$ cat src/design/xcdpr_pkg.sv
`timescale 1ns / 1ps

package xcdpr_pkg;

    localparam int BYTE_W             = 8;
    localparam int STATUS_W           = 3;
    localparam int INDEX_W            = 8;
    localparam int APB_DATA_W         = 32;
    localparam int APB_ADDR_W         = 3;

    // head byte plus three prefix bytes come before the payload
    localparam int HDR_LEN            = 4;
    localparam int DEF_PAYLOAD_LENGTH = 193;

    localparam logic [BYTE_W-1:0] HEAD_RESET = 8'hF5;
    localparam logic [BYTE_W-1:0] TAIL_RESET = 8'hF5;

    typedef enum logic [0:0] {
        REG_HEAD = 1'b0,
        REG_TAIL = 1'b1
    } t_reg_idx;

    typedef enum logic [STATUS_W-1:0] {
        ST_ACCEPT   = 3'd0,
        ST_PAYLOAD  = 3'd1,
        ST_OK       = 3'd2,
        ST_BAD_HEAD = 3'd3,
        ST_BAD_SUM  = 3'd4,
        ST_BAD_TAIL = 3'd5,
        ST_TIMEOUT  = 3'd6
    } t_status;

    typedef struct packed {
        logic [BYTE_W-1:0] head;
        logic [BYTE_W-1:0] tail;
    } t_cfg;

    typedef struct packed {
        t_status            status;
        logic [BYTE_W-1:0]  payload_byte;
        logic [INDEX_W-1:0] payload_index;
    } t_result;

endpackage

$ cat src/design/xor_checked_data_packet_receiver.sv
`timescale 1ns / 1ps

// Channel  | Direction | Handshake                 | Payload
// ---------+-----------+---------------------------+-----------------------------------------
// in       | input     | i_in_valid / o_in_ready   | i_req_type, i_rx_byte
// out      | output    | o_out_valid / i_out_ready | o_status, o_payload_byte, o_payload_index
// config   | input     | APB psel/penable/pready   | paddr, pwdata, prdata (head, tail)
//
// One byte transfer is taken per cycle while o_in_ready is high; its result shows on the out channel in the next cycle.
// The rate is set by the single result register: a new byte enters whenever that register
// is empty or its result is being taken in the same cycle.
// A stalled out channel holds the result and drops o_in_ready until the result leaves.
// Reset (i_rst_n low at a clock edge) clears the frame position, the running XOR and the
// result valid flag, and loads 0xF5 into both the head and the tail register.

module xor_checked_data_packet_receiver #(
    parameter int PAYLOAD_LENGTH = xcdpr_pkg::DEF_PAYLOAD_LENGTH
) (
    input  logic                                i_clk,
    input  logic                                i_rst_n,
    // input byte channel
    input  logic                                i_in_valid,
    output logic                                o_in_ready,
    input  logic                                i_req_type,
    input  logic [xcdpr_pkg::BYTE_W-1:0]        i_rx_byte,
    // result channel
    output logic                                o_out_valid,
    input  logic                                i_out_ready,
    output logic [xcdpr_pkg::STATUS_W-1:0]      o_status,
    output logic [xcdpr_pkg::BYTE_W-1:0]        o_payload_byte,
    output logic [xcdpr_pkg::INDEX_W-1:0]       o_payload_index,
    // configuration port
    input  logic                                psel,
    input  logic                                penable,
    input  logic                                pwrite,
    input  logic [xcdpr_pkg::APB_ADDR_W-1:0]    paddr,
    input  logic [xcdpr_pkg::APB_DATA_W-1:0]    pwdata,
    output logic [xcdpr_pkg::APB_DATA_W-1:0]    prdata,
    output logic                                pready
);

    xcdpr_pkg::t_cfg    w_cfg;
    xcdpr_pkg::t_result w_next;
    xcdpr_pkg::t_result w_held;
    logic               w_free;
    logic               w_accept;

    // a byte transfer completes whenever the result register can take its result
    assign o_in_ready = w_free;
    assign w_accept   = i_in_valid && w_free;

    // head and tail match values
    xcdpr_cfg u_cfg (
        .i_clk   (i_clk),
        .i_rst_n (i_rst_n),
        .psel    (psel),
        .penable (penable),
        .pwrite  (pwrite),
        .paddr   (paddr),
        .pwdata  (pwdata),
        .prdata  (prdata),
        .pready  (pready),
        .o_cfg   (w_cfg)
    );

    // frame position, running XOR and the per-byte decision
    xcdpr_core #(
        .PAYLOAD_LENGTH (PAYLOAD_LENGTH)
    ) u_core (
        .i_clk      (i_clk),
        .i_rst_n    (i_rst_n),
        .i_accept   (w_accept),
        .i_req_type (i_req_type),
        .i_rx_byte  (i_rx_byte),
        .i_cfg      (w_cfg),
        .o_result   (w_next)
    );

    // result register toward the consumer
    xcdpr_out u_out (
        .i_clk       (i_clk),
        .i_rst_n     (i_rst_n),
        .i_load      (w_accept),
        .i_result    (w_next),
        .i_out_ready (i_out_ready),
        .o_out_valid (o_out_valid),
        .o_free      (w_free),
        .o_result    (w_held)
    );

    assign o_status        = w_held.status;
    assign o_payload_byte  = w_held.payload_byte;
    assign o_payload_index = w_held.payload_index;

    // an abort transfer always yields a timeout result in the next cycle
    a_abort_reports_timeout: assert property (@(posedge i_clk) disable iff (!i_rst_n)
        w_accept && i_req_type |=> o_out_valid && (o_status == xcdpr_pkg::ST_TIMEOUT))
        else $error("abort did not report timeout");

    // a received byte never reports a timeout
    a_byte_not_timeout: assert property (@(posedge i_clk) disable iff (!i_rst_n)
        w_accept && !i_req_type |=> o_status != xcdpr_pkg::ST_TIMEOUT)
        else $error("received byte reported timeout");

    // payload fields are zero outside payload results
    a_payload_fields_zero: assert property (@(posedge i_clk) disable iff (!i_rst_n)
        o_out_valid && (o_status != xcdpr_pkg::ST_PAYLOAD)
        |-> (o_payload_byte == '0) && (o_payload_index == '0))
        else $error("payload fields set on non-payload result");

    // a transfer into a free register always shows a result next cycle
    a_accept_fills: assert property (@(posedge i_clk) disable iff (!i_rst_n)
        w_accept |=> o_out_valid)
        else $error("accepted byte produced no result");

endmodule

$ cat src/design/xcdpr_cfg.sv
`timescale 1ns / 1ps

module xcdpr_cfg (
    input  logic                                i_clk,
    input  logic                                i_rst_n,
    input  logic                                psel,
    input  logic                                penable,
    input  logic                                pwrite,
    input  logic [xcdpr_pkg::APB_ADDR_W-1:0]    paddr,
    input  logic [xcdpr_pkg::APB_DATA_W-1:0]    pwdata,
    output logic [xcdpr_pkg::APB_DATA_W-1:0]    prdata,
    output logic                                pready,
    output xcdpr_pkg::t_cfg                     o_cfg
);

    logic [xcdpr_pkg::BYTE_W-1:0] r_head;
    logic [xcdpr_pkg::BYTE_W-1:0] r_tail;
    xcdpr_pkg::t_reg_idx          w_idx;
    logic                         w_wr;

    assign pready = 1'b1;
    assign w_idx  = xcdpr_pkg::t_reg_idx'(paddr[2]);
    assign w_wr   = psel && penable && pwrite && pready;

    always_ff @(posedge i_clk) begin
        if (!i_rst_n) begin
            r_head <= xcdpr_pkg::HEAD_RESET;
            r_tail <= xcdpr_pkg::TAIL_RESET;
        end else if (w_wr) begin
            unique case (w_idx)
                xcdpr_pkg::REG_HEAD: r_head <= pwdata[xcdpr_pkg::BYTE_W-1:0];
                xcdpr_pkg::REG_TAIL: r_tail <= pwdata[xcdpr_pkg::BYTE_W-1:0];
                default: ;
            endcase
        end
    end

    always_comb begin
        unique case (w_idx)
            xcdpr_pkg::REG_HEAD: prdata = xcdpr_pkg::APB_DATA_W'(r_head);
            xcdpr_pkg::REG_TAIL: prdata = xcdpr_pkg::APB_DATA_W'(r_tail);
            default:             prdata = '0;
        endcase
    end

    assign o_cfg.head = r_head;
    assign o_cfg.tail = r_tail;

endmodule

$ cat src/design/xcdpr_core.sv
`timescale 1ns / 1ps

module xcdpr_core #(
    parameter int PAYLOAD_LENGTH = xcdpr_pkg::DEF_PAYLOAD_LENGTH
) (
    input  logic                          i_clk,
    input  logic                          i_rst_n,
    input  logic                          i_accept,
    input  logic                          i_req_type,
    input  logic [xcdpr_pkg::BYTE_W-1:0]  i_rx_byte,
    input  xcdpr_pkg::t_cfg               i_cfg,
    output xcdpr_pkg::t_result            o_result
);

    localparam int POS_W = $clog2(PAYLOAD_LENGTH + 6);
    // keep at least index width so the payload index is a plain part-select
    localparam int CNT_W = (POS_W > xcdpr_pkg::INDEX_W) ? POS_W : xcdpr_pkg::INDEX_W;

    localparam logic [CNT_W-1:0] LAST_PREFIX = CNT_W'(xcdpr_pkg::HDR_LEN - 1);
    localparam logic [CNT_W-1:0] FIRST_PAY   = CNT_W'(xcdpr_pkg::HDR_LEN);
    localparam logic [CNT_W-1:0] LAST_PAY    = CNT_W'(PAYLOAD_LENGTH + xcdpr_pkg::HDR_LEN - 1);
    localparam logic [CNT_W-1:0] SUM_POS     = CNT_W'(PAYLOAD_LENGTH + xcdpr_pkg::HDR_LEN);

    logic [CNT_W-1:0]              r_pos;
    logic [CNT_W-1:0]              n_pos;
    logic [xcdpr_pkg::BYTE_W-1:0]  r_xor;
    logic [xcdpr_pkg::BYTE_W-1:0]  n_xor;
    logic [CNT_W-1:0]              w_off;

    assign w_off = r_pos - FIRST_PAY;

    always_comb begin
        n_pos                  = r_pos;
        n_xor                  = r_xor;
        o_result.status        = xcdpr_pkg::ST_ACCEPT;
        o_result.payload_byte  = '0;
        o_result.payload_index = '0;
        if (i_req_type) begin
            o_result.status = xcdpr_pkg::ST_TIMEOUT;
            n_pos           = '0;
            n_xor           = '0;
        end else if (r_pos == '0) begin
            if (i_rx_byte != i_cfg.head) begin
                o_result.status = xcdpr_pkg::ST_BAD_HEAD;
            end else begin
                n_pos = r_pos + CNT_W'(1);
            end
        end else if (r_pos <= LAST_PREFIX) begin
            n_xor = r_xor ^ i_rx_byte;
            n_pos = r_pos + CNT_W'(1);
        end else if (r_pos <= LAST_PAY) begin
            n_xor                  = r_xor ^ i_rx_byte;
            n_pos                  = r_pos + CNT_W'(1);
            o_result.status        = xcdpr_pkg::ST_PAYLOAD;
            o_result.payload_byte  = i_rx_byte;
            o_result.payload_index = w_off[xcdpr_pkg::INDEX_W-1:0];
        end else if (r_pos == SUM_POS) begin
            if (i_rx_byte != r_xor) begin
                o_result.status = xcdpr_pkg::ST_BAD_SUM;
                n_pos           = '0;
                n_xor           = '0;
            end else begin
                n_pos = r_pos + CNT_W'(1);
            end
        end else begin
            o_result.status = (i_rx_byte == i_cfg.tail) ? xcdpr_pkg::ST_OK
                                                        : xcdpr_pkg::ST_BAD_TAIL;
            n_pos           = '0;
            n_xor           = '0;
        end
    end

    always_ff @(posedge i_clk) begin
        if (!i_rst_n) begin
            r_pos <= '0;
            r_xor <= '0;
        end else if (i_accept) begin
            r_pos <= n_pos;
            r_xor <= n_xor;
        end
    end

endmodule

$ cat src/design/xcdpr_out.sv
`timescale 1ns / 1ps

module xcdpr_out (
    input  logic                i_clk,
    input  logic                i_rst_n,
    input  logic                i_load,
    input  xcdpr_pkg::t_result  i_result,
    input  logic                i_out_ready,
    output logic                o_out_valid,
    output logic                o_free,
    output xcdpr_pkg::t_result  o_result
);

    logic               r_valid;
    xcdpr_pkg::t_result r_result;

    // free when empty or when the held result leaves this cycle
    assign o_free = !r_valid || i_out_ready;

    always_ff @(posedge i_clk) begin
        if (!i_rst_n) begin
            r_valid <= 1'b0;
        end else if (o_free) begin
            r_valid <= i_load;
        end
    end

    always_ff @(posedge i_clk) begin
        if (i_load) begin
            r_result <= i_result;
        end
    end

    assign o_out_valid = r_valid;
    assign o_result    = r_result;

endmodule

$ cat config.mk
export PLATFORM = sky130hd
export DESIGN_NAME = xor_checked_data_packet_receiver
export DESIGN_NICKNAME = d
export VERILOG_FILES = /design/src/design/xcdpr_pkg.sv /design/src/design/xor_checked_data_packet_receiver.sv /design/src/design/xcdpr_cfg.sv /design/src/design/xcdpr_core.sv /design/src/design/xcdpr_out.sv
export SDC_FILE = /design/constraint.sdc
export NUM_CORES = 1
export LEC_CHECK = 0
export BUFFER_PORTS_ARGS = -buffer_cell sky130_fd_sc_hd__clkbuf_2
export CAP_MARGIN = 10
export CELL_PAD_IN_SITES_DETAIL_PLACEMENT = 0
export CELL_PAD_IN_SITES_GLOBAL_PLACEMENT = 1
export CORE_MARGIN = 8
export CORE_UTILIZATION = 40
export CTS_CLUSTER_SIZE = 12
export DETAILED_ROUTE_END_ITERATION = 8
export GPL_ROUTABILITY_DRIVEN = 0
export GPL_TIMING_DRIVEN = 0
export PLACE_DENSITY = 0.84
export SETUP_SLACK_MARGIN = 0.02
export SLEW_MARGIN = 40
export SYNTH_ARGS = -nofsm -noshare
export SYNTH_HDL_FRONTEND = slang
export SYNTH_SLANG_ARGS = --single-unit
$ cat constraint.sdc
create_clock -name i_clk -period 3.5 [get_ports i_clk]
set_input_delay 0.525 -clock i_clk [delete_from_list [all_inputs] [get_ports i_clk]]
set_output_delay 0.525 -clock i_clk [all_outputs]
set_load 0.01 [all_outputs]
==> flow_summary_export.csv, run 1 <==
group,metric,value,unit
floorplanning,core_area,7290,sq um
synth,yosys.area.top_type,"dfxtp_1",
global_routing,grt_pass1_vias,2288,
worst_setup_path,reg2reg_depth,7,
finish,multiInputGateArea,1560,sq um
finish,area_delta_synth_final,17.2,%
clock_network,tritoncts,"done",
clock_network,postCtsSetupBuffers,0,
finish,nets,462,
clock_network,htree_levels,2,
synth,yosysWarnings,0,
worst_setup_path,worst-path-max-fanout,8,
synth,synth-main-ff-cell,"dfxtp_1",
worst_setup_path,crit_family,"compound AO/OA/AOI/OAI gates",
worst_hold_path,min_to,"u_out.o_out_valid",
worst_setup_path,crit_chain,"inv_1 > ha_1 > a21oi_1 > o311ai_2 > nor4_4 > nor3_1 > a211oi_1",
worst_hold_path,hold-path-cell-count,3,
synth,synth_area,3030,sq um
synth,netlist_instances,329,
timing,period_share,65.5,%
clock_network,clk_pin_slew,100,ps
global_routing,overflow,0,
clock_network,cts_root_buf,"clkbuf_8",
placement,portBuffers,45,
clock_network,numCtsBuffers,5,
worst_setup_path,start_kind,"flop",
finish,drive_gt1_share,26.7,%
timing,worstMarginPinSlew,600,ps
synth,yosysUniqueCellTypes,39,
worst_setup_path,timing.rr.end,"u_core.r_xor[2]",
worst_setup_path,r2r_slack,1210,ps
worst_hold_path,worstHoldStart,"i_in_valid",
floorplanning,pin_count,105,
synth,ys_top_cells_by_count,"nand2_1, dfxtp_1, buf_4, nand3_1, nor3_1",
drt,drt_first_pass_iters,4,
timing,hold_viol,0,
floorplanning,start_util,41.6,%
global_routing,grt_pass1_wl,11.2,mm
drt,drtAntennaViolNets,0,
finish,diodes,0,
finish,utilization,48.7,%
clock_network,clock_sinks,52,
worst_hold_path,hold_path_class,"in2reg",
outcome,outcome,"finished clean",
global_routing,grt_max_degree,24,
clock_network,cts-hold-fix-buffers,0,
worst_setup_path,arrival,2510,ps
worst_setup_path,path_class,"reg2reg",
worst_setup_path,end_kind,"flop",
finish,seqCellArea,1230,sq um
timing,final.setup.tns,0,ps
pwr,power_density,332,nW/um^2
worst_setup_path,crit_buf_inv,1,
synth,yosysSeqAreaShare,40.6,%
drt,wirelength,6.80,mm
synth,synthArstFlopShare,0,%
floorplanning,dieHeight,103,microns
drt,dr_total_vias,2458,
pwr,p_leak,1.53,nW
worst_setup_path,cp.required,3720,ps
global_routing,track_usage,13.2,%
timing,drv_slew,0,
floorplanning,rows,31,
synth,synth_edf_count,19,
drt,post_drt_wl_per_cell,13.5,microns
floorplanning,die_area,10600,sq um
timing,rsz0062_at_grt,"false",
synth,syn_area_per_cell,9.22,sq um
timing,final-setup-viol-count,0,
finish,final.fill_count,753,
synth,synth_top_area_share,21.8,%
clock_network,clk_latency,300,ps
synth,synth_most_common_cell,"nand2_1",
timing,slew_headroom,59.9,%
worst_setup_path,slowest_delay,540,ps
timing,min_period,2290,ps
floorplanning,die_x,103,microns
synth,synthTopCellsByArea,"dfxtp_1, edfxtp_1, buf_4",
clock_network,cts.path.max_buffers,2,
timing,clock_skew,8.47,ps
worst_setup_path,r2r-start,"u_core.r_pos[2]",
worst_setup_path,cp_slowest_cell,"nor4_4",
timing,max_freq,436,MHz
synth,synth_seq_cells,52,
global_routing,antenna_found_initial,0,
pwr,irDropWorstVdd,155,uV
drt,remaining_drc_errors,0,
clock_network,cts.repair.resized,0,
placement,dp_hpwl,5.36,mm
drt,vias_per_cell,4.88,
run,max_cap_violations,0,
drt,first_iter_violations,88,
-- worst max-delay path by stage --
stage,startpoint,end,depth (start not counted)
final,u_core.r_pos[2],u_core.r_xor[2],7
after global placement,i_out_ready,u_core.r_xor[3],7
after global routing,u_core.r_pos[2],u_core.r_xor[6],7
after floorplan,i_out_ready,u_core.r_xor[6],7
after detailed placement,u_core.r_pos[2],u_core.r_xor[2],7
after CTS,u_core.r_pos[2],u_core.r_xor[1],7
-- flip-flops by register name, summed over array words and instances, names as in the netlist --
signal,cells
u_core.r_xor,8
u_core.r_pos,8
u_out.o_out_valid,1
u_cfg.r_tail,8
u_cfg.r_head,8
u_out.o_result,19
-- cells by family (layout without fill, tap and decap cells) --
family | Yosys count | in the layout | share of synthesized area, %
flops | 52 | 52 | 40.6
fa+ha+maj | 7 | 7 | 2.89
compound gates | 47 | 47 | 11.6
simple gates | 126 | 126 | 22.5
xor+xnor | 28 | 28 | 8.08
buf+inv | 58 | 111 | 10.8
other cells | 2 | 25 | 0.248
mux | 9 | 9 | 3.30
-- routing by layer --
layer	vias up	routed length [microns]	GRT usage (%)
li1	1259	-	-
met4	0	85	4.00
met3	6	524	3.17
met1	1112	3150	17.0
met2	81	3040	21.2
met5	-	0	0
-- per-stage QoR --
step                power, mW  cells  setup slack (ps)  hold slack [ps]  instance area, sq um
floorplan               0.805    352              1200              458                  3120
global placement        0.855    496               799              470                  3470
detailed placement      0.856    496              1260              475                  3470
CTS                      1.19    504              1230              430                  3550
global route             1.23    504               973              445                  3550
finish                   1.18    504              1210              430                  3550
-- area by class of cell --
type / count / share of cell area, %
Buffer: 45 / 7.85
Clock buffer: 6 / 2.04
Clock inverter: 2 / 0.317
Inverter: 13 / 1.37
Multi-Input combinational cell: 242 / 44.0
Sequential cell: 52 / 34.6
Tap cell: 99 / 3.48
Timing Repair Buffer: 45 / 6.34
-- power breakdown --
group	leakage (nW)	internal [mW]	switching [mW]
clock	0.0388	0.139	0.196
sequential	0.457	0.645	0.0105
combinational	1.03	0.0787	0.109
total	1.53	0.863	0.316
-- worst register-to-register path: cells and delay by family (launching register included) --
family | cells | cell delay, ps
AOI/OAI and AO/OA | 3 | 670
and+or+nand+nor | 2 | 650
DFF | 1 | 470
adders and majority gates | 1 | 280
buffers and inverters | 1 | 150
-- cell usage in the layout, fill, tap and decap left out, types with 9 or more instances in the layout --
| cell | n |
|---|---|
| xnor2_1 | 12 |
| nand3_1 | 20 |
| nand2_1 | 41 |
| inv_1 | 13 |
| conb_1 | 25 |
| clkbuf_2 | 47 |
| nor2_1 | 14 |
| buf_2 | 11 |
| a21oi_1 | 18 |
| and3_1 | 9 |
| edfxtp_1 | 19 |
| dfxtp_1 | 33 |
| nor3_1 | 20 |
| xor2_1 | 16 |
| buf_4 | 25 |
Note: power is estimated with default switching activity, not from simulation.
==> run 2: changes to the inputs <==
--- a/config.mk
+++ b/config.mk
@@ -10,12 +10,12 @@
 export CELL_PAD_IN_SITES_DETAIL_PLACEMENT = 0
 export CELL_PAD_IN_SITES_GLOBAL_PLACEMENT = 1
 export CORE_MARGIN = 8
-export CORE_UTILIZATION = 40
+export CORE_UTILIZATION = 37
 export CTS_CLUSTER_SIZE = 12
 export DETAILED_ROUTE_END_ITERATION = 8
 export GPL_ROUTABILITY_DRIVEN = 0
 export GPL_TIMING_DRIVEN = 0
-export PLACE_DENSITY = 0.84
+export PLACE_DENSITY = 0.78
 export SETUP_SLACK_MARGIN = 0.02
 export SLEW_MARGIN = 40
 export SYNTH_ARGS = -nofsm -noshare
==> constraint.sdc (replaced) <==
create_clock -name i_clk -period 2.3 [get_ports i_clk]
set_input_delay 0.345 -clock i_clk [delete_from_list [all_inputs] [get_ports i_clk]]
set_output_delay 0.345 -clock i_clk [all_outputs]
set_load 0.01 [all_outputs]
==> run 2 against run 1 <==
First-iteration DRC count decreased by 8.0%. Die area increased by 6.8%. Clock power increased by 50%. Routed wire length increased by 5.3%. Design area increased by 0.77%. Final cell count increased by 1.2%. Sequential power increased by 52%. Combinational power increased by 54%. Clock skew decreased by 0.55 ps.
==> flow_summary_export.csv, run 2 (synthesis gave the netlist of run 1 again) <==
group,metric,value,unit
finish,nets,462,
finish,largest_reg_flops,19,
clock_network,cts_root_buf,"clkbuf_8",
drt,dr_total_vias,2433,
drt,remaining_drc_errors,0,
outcome,outcome,"finished clean",
global_routing,use_met2,21.2,%
global_routing,grt_pass1_wl,11.8,mm
floorplanning,dieHeight,107,microns
finish,drive_gt1_share,27.7,%
floorplanning,core_area,8090,sq um
clock_network,tritoncts,"done",
worst_setup_path,slowest_delay,400,ps
finish,fin_cells,510,
timing,final-setup-viol-count,0,
drt,drt_first_pass_iters,4,
global_routing,met3_usage,3.75,%
global_routing,overflow,0,
timing,worstMarginPinSlew,566,ps
drt,wirelength,7.16,mm
global_routing,grt_pass1_vias,2449,
clock_network,numCtsBuffers,5,
timing,period_share,91.0,%
worst_setup_path,crit_chain,"inv_1 > ha_1 > a21oi_2 > o311a_1 > buf_2 > o32ai_4 > a311oi_1 > o22ai_1",
worst_hold_path,hold_path_class,"in2reg",
global_routing,track_usage,12.6,%
clock_network,htree_levels,2,
finish,area_delta_synth_final,18.1,%
placement,post-place-ws,14.6,ps
floorplanning,start_util,37.5,%
global_routing,met1_usage,15.0,%
finish,final.fill_count,828,
timing,min_period,2090,ps
run,max_cap_violations,0,
worst_setup_path,end_kind,"flop",
timing,holdWs,261,ps
finish,diodes,0,
worst_setup_path,cp_slowest_cell,"dfxtp_2",
floorplanning,rows,33,
worst_setup_path,start_kind,"flop",
timing,clock_skew,7.92,ps
drt,vias_per_cell,4.77,
pwr,power_density,499,nW/um^2
global_routing,grt_busiest_layer,"met2",
worst_setup_path,arrival,2280,ps
global_routing,grt_max_degree,24,
timing,hold_viol,0,
floorplanning,die_x,107,microns
worst_setup_path,worst-path-max-fanout,10,
timing,slew_headroom,61.9,%
clock_network,clock_sinks,52,
pwr,irDropWorstVdd,210,uV
floorplanning,pin_count,105,
drt,drtAntennaViolNets,0,
finish,mostFrequentLayoutCells,"clkbuf_2, nand2_1, dfxtp_1",
timing,rsz0062_at_grt,"false",
worst_setup_path,cp.required,2490,ps
global_routing,antenna_found_initial,0,
worst_setup_path,path_class,"reg2reg",
clock_network,clk_latency,300,ps
placement,place_inst,502,
drt,first_iter_violations,81,
clock_network,cts.path.max_buffers,2,
floorplanning,die_area,11400,sq um
timing,drv_slew,0,
finish,layout_commonest_cell,"clkbuf_2",
drt,post_drt_wl_per_cell,14.0,microns
timing,max_freq,478,MHz
pwr,p_leak,1.53,nW
clock_network,clk_pin_slew,90,ps
timing,setup_ws,208,ps
placement,portBuffers,45,
placement,dp_hpwl,5.56,mm
-- run 2: cell types whose count changed in the layout (fill, tap and decap cells not counted), sizes merged --
cell    previous run  this run
buf               36        37
clkbuf            60        59
-- run 2: path summary, 6_finish.rpt --
path                                      start              end  slack [ps]  depth (start not counted)
worst min-delay path                  pwdata[5]  u_cfg.r_head[5]         260                          3
worst max register to register  u_core.r_pos[2]  u_core.r_pos[6]         210                          8
worst max-delay path            u_core.r_pos[2]  u_core.r_pos[6]         210                          8
worst min register to register  u_cfg.r_head[1]  u_cfg.r_head[1]         490                          2
-- run 2: layout make-up --
| class | count | area, sq um | area share (%) |
|---|---|---|---|
| sequential | 52 | 1230 | 34.4 |
| timing repair buffer | 45 | 225 | 6.29 |
| clock buffer | 6 | 72.6 | 2.03 |
| clock inverter | 2 | 11.3 | 0.314 |
| inverter | 13 | 48.8 | 1.36 |
| buffer | 45 | 280 | 7.82 |
| multi-input combinational | 242 | 1580 | 44.1 |
| tap | 105 | 131 | 3.67 |
-- run 2: power by group --
group          switching [mW]  total, mW  internal, mW
Sequential             0.0160      0.998         0.982
Combinational           0.169      0.289         0.120
Clock                   0.289      0.501         0.212
Total                   0.474       1.79          1.31
-- run 2: stage by stage --
stage | utilization, % | power [mW] | setup TNS (ps) | cell area (sq um)
final | 44.3 | 1.79 | 0 | 3580
after global routing | 44.3 | 1.88 | 0 | 3580
after CTS | 44.0 | 1.81 | 0 | 3560
after detailed placement | 43.0 | 1.31 | 0 | 3480
after global placement | 43.0 | 1.30 | -2320 | 3480
after floorplan | - | 1.23 | 0 | 3120
-- run 2: metal layers --
layer  wire, microns  vias up
met4             116        0
met5               0        -
met1            3290     1102
met3             488        8
li1                -     1253
met2            3260       70
-- run 2: critical path, delay by kind of cell (launching register included) --
kind | cells | cell delay (ps)
flops | 1 | 400
fa+ha+maj | 1 | 270
compound gates | 5 | 960
buf+inv | 2 | 350
-- run 2: repair_timing --
item	CTS	global route
setup endpoints to repair	3	24
pin swaps	1	0
gates resized for setup	0	7
setup buffers	0	0
hold buffers	0	0
